`src/sv/bapag_pkg.sv`:
```
// ----------------------------------------------------------------------------
// bapag_pkg
// Shared types and constants for the box axis permute address generator.
// ----------------------------------------------------------------------------
package bapag_pkg;

    localparam int COORD_W = 11;
    localparam int IDX_W   = 30;
    localparam int BOX_W   = 33;
    localparam int CFG_IDX_W = 3;
    localparam int ORDER_W = 3;

    // register indexes on the configuration port
    localparam logic [CFG_IDX_W-1:0] REG_GRID_X   = 3'd0;
    localparam logic [CFG_IDX_W-1:0] REG_GRID_Y   = 3'd1;
    localparam logic [CFG_IDX_W-1:0] REG_GRID_Z   = 3'd2;
    localparam logic [CFG_IDX_W-1:0] REG_AXIS_ORD = 3'd3;
    localparam logic [CFG_IDX_W-1:0] REG_BOX_LOW  = 3'd4;
    localparam logic [CFG_IDX_W-1:0] REG_BOX_HIGH = 3'd5;

    // destination axis orders, first letter fastest
    localparam logic [ORDER_W-1:0] ORD_XYZ = 3'd0;
    localparam logic [ORDER_W-1:0] ORD_XZY = 3'd1;
    localparam logic [ORDER_W-1:0] ORD_YXZ = 3'd2;
    localparam logic [ORDER_W-1:0] ORD_YZX = 3'd3;
    localparam logic [ORDER_W-1:0] ORD_ZXY = 3'd4;
    localparam logic [ORDER_W-1:0] ORD_ZYX = 3'd5;

    typedef struct packed {
        logic load;   // input word accepted
        logic mul1;   // inner product stage
        logic mul2;   // outer product stage
        logic emit;   // move result to output register
    } t_ctl_cmd;

    typedef struct packed {
        logic box_empty;
        logic out_free;
    } t_ctl_sts;

endpackage

```
`src/sv/bapag_ctrl.sv`:
```
// ----------------------------------------------------------------------------
// bapag_ctrl
// Sequencer for one word: accept, two multiply steps, hand-off to output.
// ----------------------------------------------------------------------------
module bapag_ctrl import bapag_pkg::*; (
    input  logic     i_clk,
    input  logic     i_rst_n,
    input  logic     i_in_valid,
    output logic     o_in_ready,
    input  t_ctl_sts i_sts,
    output t_ctl_cmd o_cmd
);

    localparam logic [1:0] ST_IDLE = 2'd0;
    localparam logic [1:0] ST_MUL1 = 2'd1;
    localparam logic [1:0] ST_MUL2 = 2'd2;
    localparam logic [1:0] ST_EMIT = 2'd3;

    logic [1:0] r_state;
    logic [1:0] n_state;

    always_comb begin
        n_state    = r_state;
        o_cmd      = '0;
        o_in_ready = 1'b0;
        case (r_state)
            ST_IDLE: begin
                o_in_ready = 1'b1;
                if (i_in_valid) begin
                    o_cmd.load = 1'b1;
                    // empty box drops the word
                    if (!i_sts.box_empty) begin
                        n_state = ST_MUL1;
                    end
                end
            end
            ST_MUL1: begin
                o_cmd.mul1 = 1'b1;
                n_state    = ST_MUL2;
            end
            ST_MUL2: begin
                o_cmd.mul2 = 1'b1;
                n_state    = ST_EMIT;
            end
            ST_EMIT: begin
                if (i_sts.out_free) begin
                    o_cmd.emit = 1'b1;
                    n_state    = ST_IDLE;
                end
            end
            default: begin
                n_state = ST_IDLE;
            end
        endcase
    end

    always_ff @(posedge i_clk) begin
        if (!i_rst_n) begin
            r_state <= ST_IDLE;
        end else begin
            r_state <= n_state;
        end
    end

endmodule

```
`src/sv/bapag_dp.sv`:
```
// ----------------------------------------------------------------------------
// bapag_dp
// Configuration registers, box position counters, index arithmetic and the
// output register.
// ----------------------------------------------------------------------------
module bapag_dp import bapag_pkg::*; #(
    parameter int AXIS_MAX     = 1024,
    parameter int ELEMENT_BITS = 64
) (
    input  logic                    i_clk,
    input  logic                    i_rst_n,
    input  logic                    i_cfg_we,
    input  logic [CFG_IDX_W-1:0]    i_cfg_idx,
    input  logic [BOX_W-1:0]        i_cfg_data,
    input  logic [ELEMENT_BITS-1:0] i_element,
    input  t_ctl_cmd                i_cmd,
    output t_ctl_sts                o_sts,
    input  logic                    i_out_ready,
    output logic                    o_out_valid,
    output logic [ELEMENT_BITS-1:0] o_element_out,
    output logic [IDX_W-1:0]        o_source_index,
    output logic [IDX_W-1:0]        o_dest_index,
    output logic                    o_box_done
);

    // index = a + g1 * (b + g2 * c)
    typedef struct packed {
        logic [COORD_W-1:0] a;
        logic [COORD_W-1:0] g1;
        logic [COORD_W-1:0] b;
        logic [COORD_W-1:0] g2;
        logic [COORD_W-1:0] c;
    } t_lane;

    localparam int M1_W  = 2 * COORD_W;
    localparam int SUM_W = M1_W + 1;
    localparam int PR_W  = COORD_W + SUM_W;

    logic [COORD_W-1:0] r_grid_x, r_grid_y, r_grid_z;
    logic [ORDER_W-1:0] r_order;
    logic [BOX_W-1:0]   r_box_low, r_box_high;
    logic [COORD_W-1:0] r_pos_x, r_pos_y, r_pos_z;
    logic               r_in_pass;

    t_lane                   r_src, r_dst;
    logic [M1_W-1:0]         r_m1_src, r_m1_dst;
    logic [IDX_W-1:0]        r_prod_src, r_prod_dst;
    logic [ELEMENT_BITS-1:0] r_elem;
    logic                    r_done;
    logic                    r_out_valid;
    logic [ELEMENT_BITS-1:0] r_out_elem;
    logic [IDX_W-1:0]        r_out_src, r_out_dst;
    logic                    r_out_done;

    logic [COORD_W-1:0] lx, ly, lz, hx, hy, hz;
    logic [COORD_W-1:0] cx, cy, cz;
    logic [COORD_W:0]   cx_inc, cy_inc, cz_inc;
    logic               x_wrap, y_wrap, z_wrap, w_done;
    logic [COORD_W-1:0] n_pos_x, n_pos_y, n_pos_z;
    t_lane              n_src, n_dst;
    logic [SUM_W-1:0]   w_sum_src, w_sum_dst;
    logic [PR_W-1:0]    w_prod_src, w_prod_dst;

    function automatic logic [COORD_W-1:0] sat_coord(input logic [COORD_W-1:0] v);
        logic [COORD_W-1:0] r;
        r = v;
        if (32'(v) > AXIS_MAX) begin
            r = COORD_W'(AXIS_MAX);
        end
        return r;
    endfunction

    assign lx = sat_coord(r_box_low[10:0]);
    assign ly = sat_coord(r_box_low[21:11]);
    assign lz = sat_coord(r_box_low[32:22]);
    assign hx = sat_coord(r_box_high[10:0]);
    assign hy = sat_coord(r_box_high[21:11]);
    assign hz = sat_coord(r_box_high[32:22]);

    assign o_sts.box_empty = (lx >= hx) || (ly >= hy) || (lz >= hz);
    assign o_sts.out_free  = !r_out_valid || i_out_ready;

    // coordinate of this word and the next one
    always_comb begin
        cx = r_in_pass ? r_pos_x : lx;
        cy = r_in_pass ? r_pos_y : ly;
        cz = r_in_pass ? r_pos_z : lz;
        cx_inc = {1'b0, cx} + 1'b1;
        cy_inc = {1'b0, cy} + 1'b1;
        cz_inc = {1'b0, cz} + 1'b1;
        x_wrap = cx_inc >= {1'b0, hx};
        y_wrap = cy_inc >= {1'b0, hy};
        z_wrap = cz_inc >= {1'b0, hz};
        w_done = x_wrap && y_wrap && z_wrap;
        n_pos_x = x_wrap ? lx : cx_inc[COORD_W-1:0];
        n_pos_y = cy;
        n_pos_z = cz;
        if (x_wrap) begin
            n_pos_y = y_wrap ? ly : cy_inc[COORD_W-1:0];
            if (y_wrap) begin
                n_pos_z = z_wrap ? lz : cz_inc[COORD_W-1:0];
            end
        end
    end

    // operand routing per axis order
    always_comb begin
        n_src = '{a: cx, g1: r_grid_x, b: cy, g2: r_grid_y, c: cz};
        case (r_order)
            ORD_XZY: n_dst = '{a: cx, g1: r_grid_x, b: cz, g2: r_grid_z, c: cy};
            ORD_YXZ: n_dst = '{a: cy, g1: r_grid_y, b: cx, g2: r_grid_x, c: cz};
            ORD_YZX: n_dst = '{a: cy, g1: r_grid_y, b: cz, g2: r_grid_z, c: cx};
            ORD_ZXY: n_dst = '{a: cz, g1: r_grid_z, b: cx, g2: r_grid_x, c: cy};
            ORD_ZYX: n_dst = '{a: cz, g1: r_grid_z, b: cy, g2: r_grid_y, c: cx};
            default: n_dst = n_src;
        endcase
    end

    assign w_sum_src  = SUM_W'(r_src.b) + SUM_W'(r_m1_src);
    assign w_sum_dst  = SUM_W'(r_dst.b) + SUM_W'(r_m1_dst);
    assign w_prod_src = PR_W'(r_src.g1) * PR_W'(w_sum_src);
    assign w_prod_dst = PR_W'(r_dst.g1) * PR_W'(w_sum_dst);

    // control state
    always_ff @(posedge i_clk) begin
        if (!i_rst_n) begin
            r_grid_x    <= COORD_W'(1);
            r_grid_y    <= COORD_W'(1);
            r_grid_z    <= COORD_W'(1);
            r_order     <= ORD_XYZ;
            r_box_low   <= '0;
            r_box_high  <= '0;
            r_pos_x     <= '0;
            r_pos_y     <= '0;
            r_pos_z     <= '0;
            r_in_pass   <= 1'b0;
            r_out_valid <= 1'b0;
        end else begin
            if (i_cmd.load) begin
                if (o_sts.box_empty) begin
                    r_in_pass <= 1'b0;
                end else begin
                    r_pos_x   <= n_pos_x;
                    r_pos_y   <= n_pos_y;
                    r_pos_z   <= n_pos_z;
                    r_in_pass <= !w_done;
                end
            end
            if (i_cfg_we) begin
                case (i_cfg_idx)
                    REG_GRID_X:   r_grid_x <= i_cfg_data[COORD_W-1:0];
                    REG_GRID_Y:   r_grid_y <= i_cfg_data[COORD_W-1:0];
                    REG_GRID_Z:   r_grid_z <= i_cfg_data[COORD_W-1:0];
                    REG_AXIS_ORD: r_order  <= i_cfg_data[ORDER_W-1:0];
                    REG_BOX_LOW: begin
                        r_box_low <= i_cfg_data;
                        r_in_pass <= 1'b0;
                    end
                    REG_BOX_HIGH: begin
                        r_box_high <= i_cfg_data;
                        r_in_pass  <= 1'b0;
                    end
                    default: begin
                    end
                endcase
            end
            if (i_cmd.emit) begin
                r_out_valid <= 1'b1;
            end else if (i_out_ready) begin
                r_out_valid <= 1'b0;
            end
        end
    end

    // payload
    always_ff @(posedge i_clk) begin
        if (i_cmd.load) begin
            r_src  <= n_src;
            r_dst  <= n_dst;
            r_elem <= i_element;
            r_done <= w_done;
        end
        if (i_cmd.mul1) begin
            r_m1_src <= M1_W'(r_src.g2) * M1_W'(r_src.c);
            r_m1_dst <= M1_W'(r_dst.g2) * M1_W'(r_dst.c);
        end
        if (i_cmd.mul2) begin
            r_prod_src <= w_prod_src[IDX_W-1:0];
            r_prod_dst <= w_prod_dst[IDX_W-1:0];
        end
        if (i_cmd.emit) begin
            r_out_elem <= r_elem;
            r_out_src  <= IDX_W'(r_src.a) + r_prod_src;
            r_out_dst  <= IDX_W'(r_dst.a) + r_prod_dst;
            r_out_done <= r_done;
        end
    end

    assign o_out_valid    = r_out_valid;
    assign o_element_out  = r_out_elem;
    assign o_source_index = r_out_src;
    assign o_dest_index   = r_out_dst;
    assign o_box_done     = r_out_done;

endmodule

```
`src/sv/box_axis_permute_address_gen_core.sv`:
```
// ----------------------------------------------------------------------------
// box_axis_permute_address_gen_core
// Walks a box of a 3-D grid in x-fastest order and tags each element word
// with its source index and its index under the selected axis order.
// ----------------------------------------------------------------------------
//  channel | signals                                  | direction
//  --------+------------------------------------------+----------
//  in      | i_in_valid, o_in_ready, i_element        | sink
//  out     | o_out_valid, i_out_ready, o_element_out, | source
//          | o_source_index, o_dest_index, o_box_done |
//  cfg     | i_cfg_we, i_cfg_idx, i_cfg_data          | write only
//
// A word passes through accept, inner multiply, outer multiply and hand-off.
// Each index needs two chained multiplies; hand-off waits for a free output.
// A finished word waits in the output register while the next is accepted.
// A word that arrives while the box is empty is taken and dropped.
// Synchronous active-low reset; no clearing pass.
module box_axis_permute_address_gen_core import bapag_pkg::*; #(
    parameter int AXIS_MAX     = 1024,
    parameter int ELEMENT_BITS = 64
) (
    input  logic                    i_clk,
    input  logic                    i_rst_n,
    input  logic                    i_cfg_we,
    input  logic [CFG_IDX_W-1:0]    i_cfg_idx,
    input  logic [BOX_W-1:0]        i_cfg_data,
    input  logic                    i_in_valid,
    output logic                    o_in_ready,
    input  logic [ELEMENT_BITS-1:0] i_element,
    output logic                    o_out_valid,
    input  logic                    i_out_ready,
    output logic [ELEMENT_BITS-1:0] o_element_out,
    output logic [IDX_W-1:0]        o_source_index,
    output logic [IDX_W-1:0]        o_dest_index,
    output logic                    o_box_done
);

    t_ctl_cmd w_cmd;
    t_ctl_sts w_sts;

    bapag_ctrl u_ctrl (
        .i_clk      (i_clk),
        .i_rst_n    (i_rst_n),
        .i_in_valid (i_in_valid),
        .o_in_ready (o_in_ready),
        .i_sts      (w_sts),
        .o_cmd      (w_cmd)
    );

    bapag_dp #(
        .AXIS_MAX     (AXIS_MAX),
        .ELEMENT_BITS (ELEMENT_BITS)
    ) u_dp (
        .i_clk          (i_clk),
        .i_rst_n        (i_rst_n),
        .i_cfg_we       (i_cfg_we),
        .i_cfg_idx      (i_cfg_idx),
        .i_cfg_data     (i_cfg_data),
        .i_element      (i_element),
        .i_cmd          (w_cmd),
        .o_sts          (w_sts),
        .i_out_ready    (i_out_ready),
        .o_out_valid    (o_out_valid),
        .o_element_out  (o_element_out),
        .o_source_index (o_source_index),
        .o_dest_index   (o_dest_index),
        .o_box_done     (o_box_done)
    );

endmodule
```
`config.mk`:
```
export PLATFORM = sky130hd
export DESIGN_NAME = box_axis_permute_address_gen_core
export DESIGN_NICKNAME = d
export VERILOG_FILES = /design/src/sv/bapag_pkg.sv /design/src/sv/bapag_ctrl.sv /design/src/sv/bapag_dp.sv /design/src/sv/box_axis_permute_address_gen_core.sv
export SDC_FILE = /design/constraint.sdc
export NUM_CORES = 2
export LEC_CHECK = 0
export BUFFER_PORTS_ARGS = -buffer_cell sky130_fd_sc_hd__clkbuf_2
export CAP_MARGIN = 10
export CORE_MARGIN = 2
export CORE_UTILIZATION = 33
export CTS_CLUSTER_SIZE = 8
export DETAILED_ROUTE_END_ITERATION = 16
export GPL_TIMING_DRIVEN = 1
export SYNTH_ARGS = -nofsm -noshare
export SYNTH_HDL_FRONTEND = slang
export SYNTH_SLANG_ARGS = --single-unit
```
`constraint.sdc`:
```
create_clock -name i_clk -period 8.2 [get_ports i_clk]
set_input_delay 0.82 -clock i_clk [delete_from_list [all_inputs] [get_ports i_clk]]
set_output_delay 0.82 -clock i_clk [all_outputs]
set_load 0.01 [all_outputs]
```
==> Word-level counts from Yosys, hierarchy flattened <==
Cells that the tools add are included.
{ "op_classes": {"multipliers": 4, "addsub": 7, "n_shift": 0, "n_reduce_logical": 19, "mux": 33, "magnitude_cmp": 12, "div": 0, "n_eq_ne": 16, "bitwise_logic": 1} }
{ "op_table": {"columns": ["operator", "n"], "rows": [
  ["55-bit case mux with 5 select lines", 1],
  ["11-bit two-way mux", 15],
  ["11-bit > comparator (second input constant)", 6],
  ["11-bit by 30-bit adder with 30-bit output", 2],
  ["11-bit by 23-bit multiplier with 30-bit output", 2],
  ["11-bit by 22-bit adder with 23-bit output", 2],
  ["11-bit by 11-bit multiplier with 22-bit output", 2],
  ["11-bit by 1-bit adder with 12-bit output (second input constant)", 3],
  ["12-bit by 11-bit >= comparator with 1-bit output", 3],
  ["11-bit >= comparator", 3],
  ["2-bit AND reduction", 7],
  ["1-bit two-way mux", 13],
  ["3-bit by 2-bit == test with 1-bit output (second input constant)", 4],
  ["3-bit == test (second input constant)", 4],
  ["2-bit case mux with 4 select lines", 1],
  ["3-bit by 1-bit == test with 1-bit output (second input constant)", 2],
  ["2-bit two-way mux", 3],
  ["2-bit == test (second input constant)", 2],
  ["2-bit inequality test (second input constant)", 2],
  ["3-bit logical NOT", 1],
  ["1-bit logical OR", 3],
  ["3-bit AND reduction", 1],
  ["2-bit by 1-bit == test with 1-bit output (second input constant)", 1],
  ["1-bit logical AND", 2],
  ["other kinds (6)", 7]
]} }
{ "totals": {"latchBits": 0, "inputBits": 105, "mem_bits_rw": 0, "elab_cells": 124, "out_inout_bits": 127, "memories": 0, "mem_bits_ro": 0, "regBits": 543} }

==> Logic depth before layout (Yosys ltp) <==
{ "logic_depth": {"word_depth": 12, "mapped_depth": 32, "ltp_nobuf": 31} }

==> Modules after synthesis <==
Synthesis repeated with hierarchy kept, for this count alone.
{ "hier_totals": {"hier_cells": 4887, "hier_area_um2": 48003.5} }
{ "by_module_without_submodules": {"columns": ["mod", "area_per_inst_um2", "cells_each", "n_inst", "seq_area_each_um2"], "rows": [
  ["bapag_dp", 47843.4, 4869, 1, 14874.3],
  ["bapag_ctrl", 160.2, 18, 1, 40.0]
]} }

==> Least setup slack after synthesis <==
No wires, ideal clock.
{ "synth_timing": {"kind": "register to register", "startpoint": "reg u_dp.r_m1_src[0]", "endpoint": "reg u_dp.r_prod_src[29] (data pin)", "path_buffers": 1, "setup_time_ps": 264, "stages_incl_launch_ff": 32, "arrival_ps": 7789, "synth_period_minus_slack_ps": 8052, "required_ps": 7936, "path_slack_ps": 148, "path_cell_list": "edfxtp_1 > ha_1 > fa_1 > a211oi_1 > nor2_1 > o41a_1 > a211o_1 > a21oi_1 > nor2_1 > nand2_1 > xnor2_1 > clkbuf_1 > nand2_1 > fa_1 > inv_1 > fa_1 > inv_1 > fa_1 > fa_1 > fa_1 > inv_1 > ha_1 > a21o_1 > a21o_1 > a21o_1 > o21ai_1 > a21oi_1 > o41a_1 > a2111o_1 > a221o_1 > a31oi_1 > xor2_1"} }
{ "synth_between": {"elab_chain_cells": 2} }
{ "synth_rtl": {"columns": ["element", "line_no", "source"], "rows": [
  ["start: declaration", "bapag_dp.sv:46", "logic [M1_W-1:0] r_m1_src, r_m1_dst;"],
  ["start signal: assignment", "bapag_dp.sv:184", "r_m1_src <= M1_W'(r_src.g2) * M1_W'(r_src.c);"],
  ["11-bit by 22-bit adder with 23-bit output", "bapag_dp.sv:119", "assign w_sum_src = SUM_W'(r_src.b) + SUM_W'(r_m1_src);"],
  ["11-bit by 23-bit multiplier with 30-bit output", "bapag_dp.sv:121", "assign w_prod_src = PR_W'(r_src.g1) * PR_W'(w_sum_src);"],
  ["via u_dp.w_prod_src[29]", "bapag_dp.sv:62", "logic [PR_W-1:0] w_prod_src, w_prod_dst;"],
  ["end signal: assignment", "bapag_dp.sv:188", "r_prod_src <= w_prod_src[IDX_W-1:0];"],
  ["end: declaration", "bapag_dp.sv:47", "logic [IDX_W-1:0] r_prod_src, r_prod_dst;"]
]} }
The timed path passes the listed nets, and every way through them passes these cells.
A chain may end at the register's enable or synchronous reset.

==> Final worst setup path <==
{ "layout_timing": {"startpoint": "reg u_dp.r_m1_src[0]", "endpoint": "reg u_dp.r_prod_src[27] (data pin)"} }
Same word-level chain as after synthesis.

==> flow_summary.ini <==
[setup_path]
cp_common_cell = fa_1
max_stage_delay_ns = 0.53
critical-path-slowest-cell = fa_1
worstPathMaxFanout = 11
start_kind = register
worstSetupPathType = register to register
crit_arrival_ns = 8.23
cp.required_ns = 8.60
cp_top_family = adder cells
cp_num_buf_inv = 6
crit_path_end_kind = register

[place]
hpwl_um = 92700
dpl_cell_area_um2 = 51000
dp_slack_ns = 0.0511
placed_cells = 6837
place.gp.congestion = 0.855
io_buffers = 231

[status]
status = completed

[synthesis]
netlist_area_um2 = 47900
yosysMostFrequentCell = nand2_1
synth_cells = 4872
yosysWarnings = 0
ys_seq_area_share_pct = 31.2
synth_cell_types = 95
syn_avg_cell_area_um2 = 9.82
synthTopCellsByArea = edfxtp_1 25%, fa_1 22%, ha_1 9.1%, nand2_1 6.2%, dfxtp_1 5.8%
synth_edf_count = 404
synth_top_area_cell = edfxtp_1
yosysTopAreaCellShare_pct = 25.3
ys.flop_type = edfxtp_1
syn-num-nets = 5854
yosys-top-cells-count = 787 x nand2_1, 674 x inv_1, 530 x fa_1
async_flop_share_pct = 0
ys_seq_elements = 543

[timing]
slew_headroom_pct = 15.0
slew_violations = 0
fin_worst_skew_ns = 0.0439
hold_violations = 0
worst_pin_slew_ns = 1.26
max_freq_ghz = 0.128
setup_viol = 0
fin_ws_ns = 0.372
period_needed_ns = 7.83
fin_crit_sh_pct = 95.5

[final_layout]
multiInputGateArea_um2 = 29500
regArea_um2 = 14900
fillers = 14300
finalNonFillerCells = 6952
fin_util_pct = 37.1
drive_gt1_share_pct = 9.06
area_delta_synth_final_pct = 11.5
stdcell_area_um2 = 53300
layout.nets = 5999

[floorplan]
die_area_um2 = 148000
core_um2 = 144000
die_y_um = 385
row_count = 139
initial_utilization_pct = 33.3
io_pins = 232
die_width_um = 385

[detailed_routing]
wl_per_cell_um = 17.4
vias = 34200
drtIter0Drc = 2277
vias_per_cell = 4.92
first_pass_iters = 8
wirelength_um = 121000
drt.antenna.violating_nets = 0
drc = 0

[clocking]
cts_hold_buf = 0
cts.clk_slew.worst_paths_ns = 0.05
htree_levels = 3
cts_made_buffers = 79
clock_tree.buffer_depth = 3
clk-insertion-delay-late_ns = 0.69
cts_sinks = 543
cts_tree = yes
cts-root-buf = clkbuf_16

[global_routing]
grt_pass1_wl_um = 195000
grt_remaining_overflow = 0
antenna_found_initial = 14
grt_pass1_vias = 35300
grt_max_degree = 145
grt_usage_pct = 16.6

[min_path]
hold_class = input port to register

[run]
maxCapViolCount = 0
timing repair:
item,4_1_cts,5_1_grt
hold endpoints to repair,0,0
buffers inserted,0,1
setup endpoints to repair,0,5
gates resized for setup,0,10
flip-flops by register name, indices dropped and copies added, names as in the netlist, 22 cells and up:
register	cells
u_dp.o_dest_index	30
u_dp.r_elem	64
u_dp.r_m1_src	22
u_dp.r_dst	55
u_dp.r_prod_dst	30
u_dp.r_box_low	33
u_dp.r_prod_src	30
u_dp.r_src	55
u_dp.r_box_high	33
u_dp.r_m1_dst	22
u_dp.o_element_out	64
u_dp.o_source_index	30
cell families after synthesis:
logic type,Yosys count,share of synthesized area (%)
AOI/OAI and AO/OA,687,9.88
muxes,33,0.719
adders and majority gates,877,31.2
xor gates and xnor gates,209,3.90
DFF,543,31.2
buffers and inverters,919,7.31
and+or+nand+nor,1604,15.8
per-layer routing:
metal / share of wire, % / track usage [%] / wire length [um] / up-vias
met5: 0.049 / 0 / 59 / -
met4: 2.4 / 4.54 / 2940 / 8
met3: 7.6 / 2.98 / 9240 / 187
met2: 44 / 26.5 / 53600 / 1178
met1: 46 / 23.1 / 55500 / 16700
li1: - / - / - / 16100
per-stage QoR:
step | setup TNS (ns) | hold WS, ns
after floorplan | 0 | 0.400
after global placement | 0 | 0.400
after detailed placement | 0 | 0.405
after CTS | 0 | 0.260
after global routing | -0.00190 | 0.284
final | 0 | 0.317
worst paths after layout:
check | startpoint | to | slack, ns | depth (start not counted)
max | u_dp.r_m1_src[0] | u_dp.r_prod_src[27] | 0.37 | 27
min | i_element[20] | u_dp.r_elem[20] | 0.32 | 1
max reg2reg | u_dp.r_m1_src[0] | u_dp.r_prod_src[27] | 0.37 | 27
min reg2reg | u_dp.r_elem[61] | u_dp.o_element_out[61] | 0.41 | 0
layout make-up:
class	instances	share of cell area [%]
Multi-Input combinational cell	3410	55.4
Sequential cell	543	28.0
Inverter	680	4.78
Tap cell	1903	4.46
Clock buffer	100	3.93
Timing Repair Buffer	303	3.20
Clock inverter	9	0.263
Antenna cell	4	0.0188
placed cells by master, fill, tap and decap left out, types with 12 or more instances in the layout:
master and count:
o211ai_1 52, nor2_1 187, nor3_1 53, inv_1 674
xnor2_1 169, a21boi_0 109, a22oi_1 15, a21o_1 39
nand4_1 12, edfxtp_1 404, a21oi_1 102, a31oi_1 13
buf_4 71, or3_1 12, o21a_1 50, clkbuf_2 230
a211oi_1 14, o21ai_0 145, xor2_1 30, nor2b_1 55
and3_1 33, nand3_1 64, clkbuf_16 81, clkbuf_1 19
nand2_1 787, fa_1 529, o31ai_1 16, nand2b_1 52
ha_1 345, and2_1 305, mux2i_1 22, dfxtp_1 137
Power is left out: the tool's default activity adds up to more than one toggle a clock period on the data nets, which glitch-free logic cannot reach.
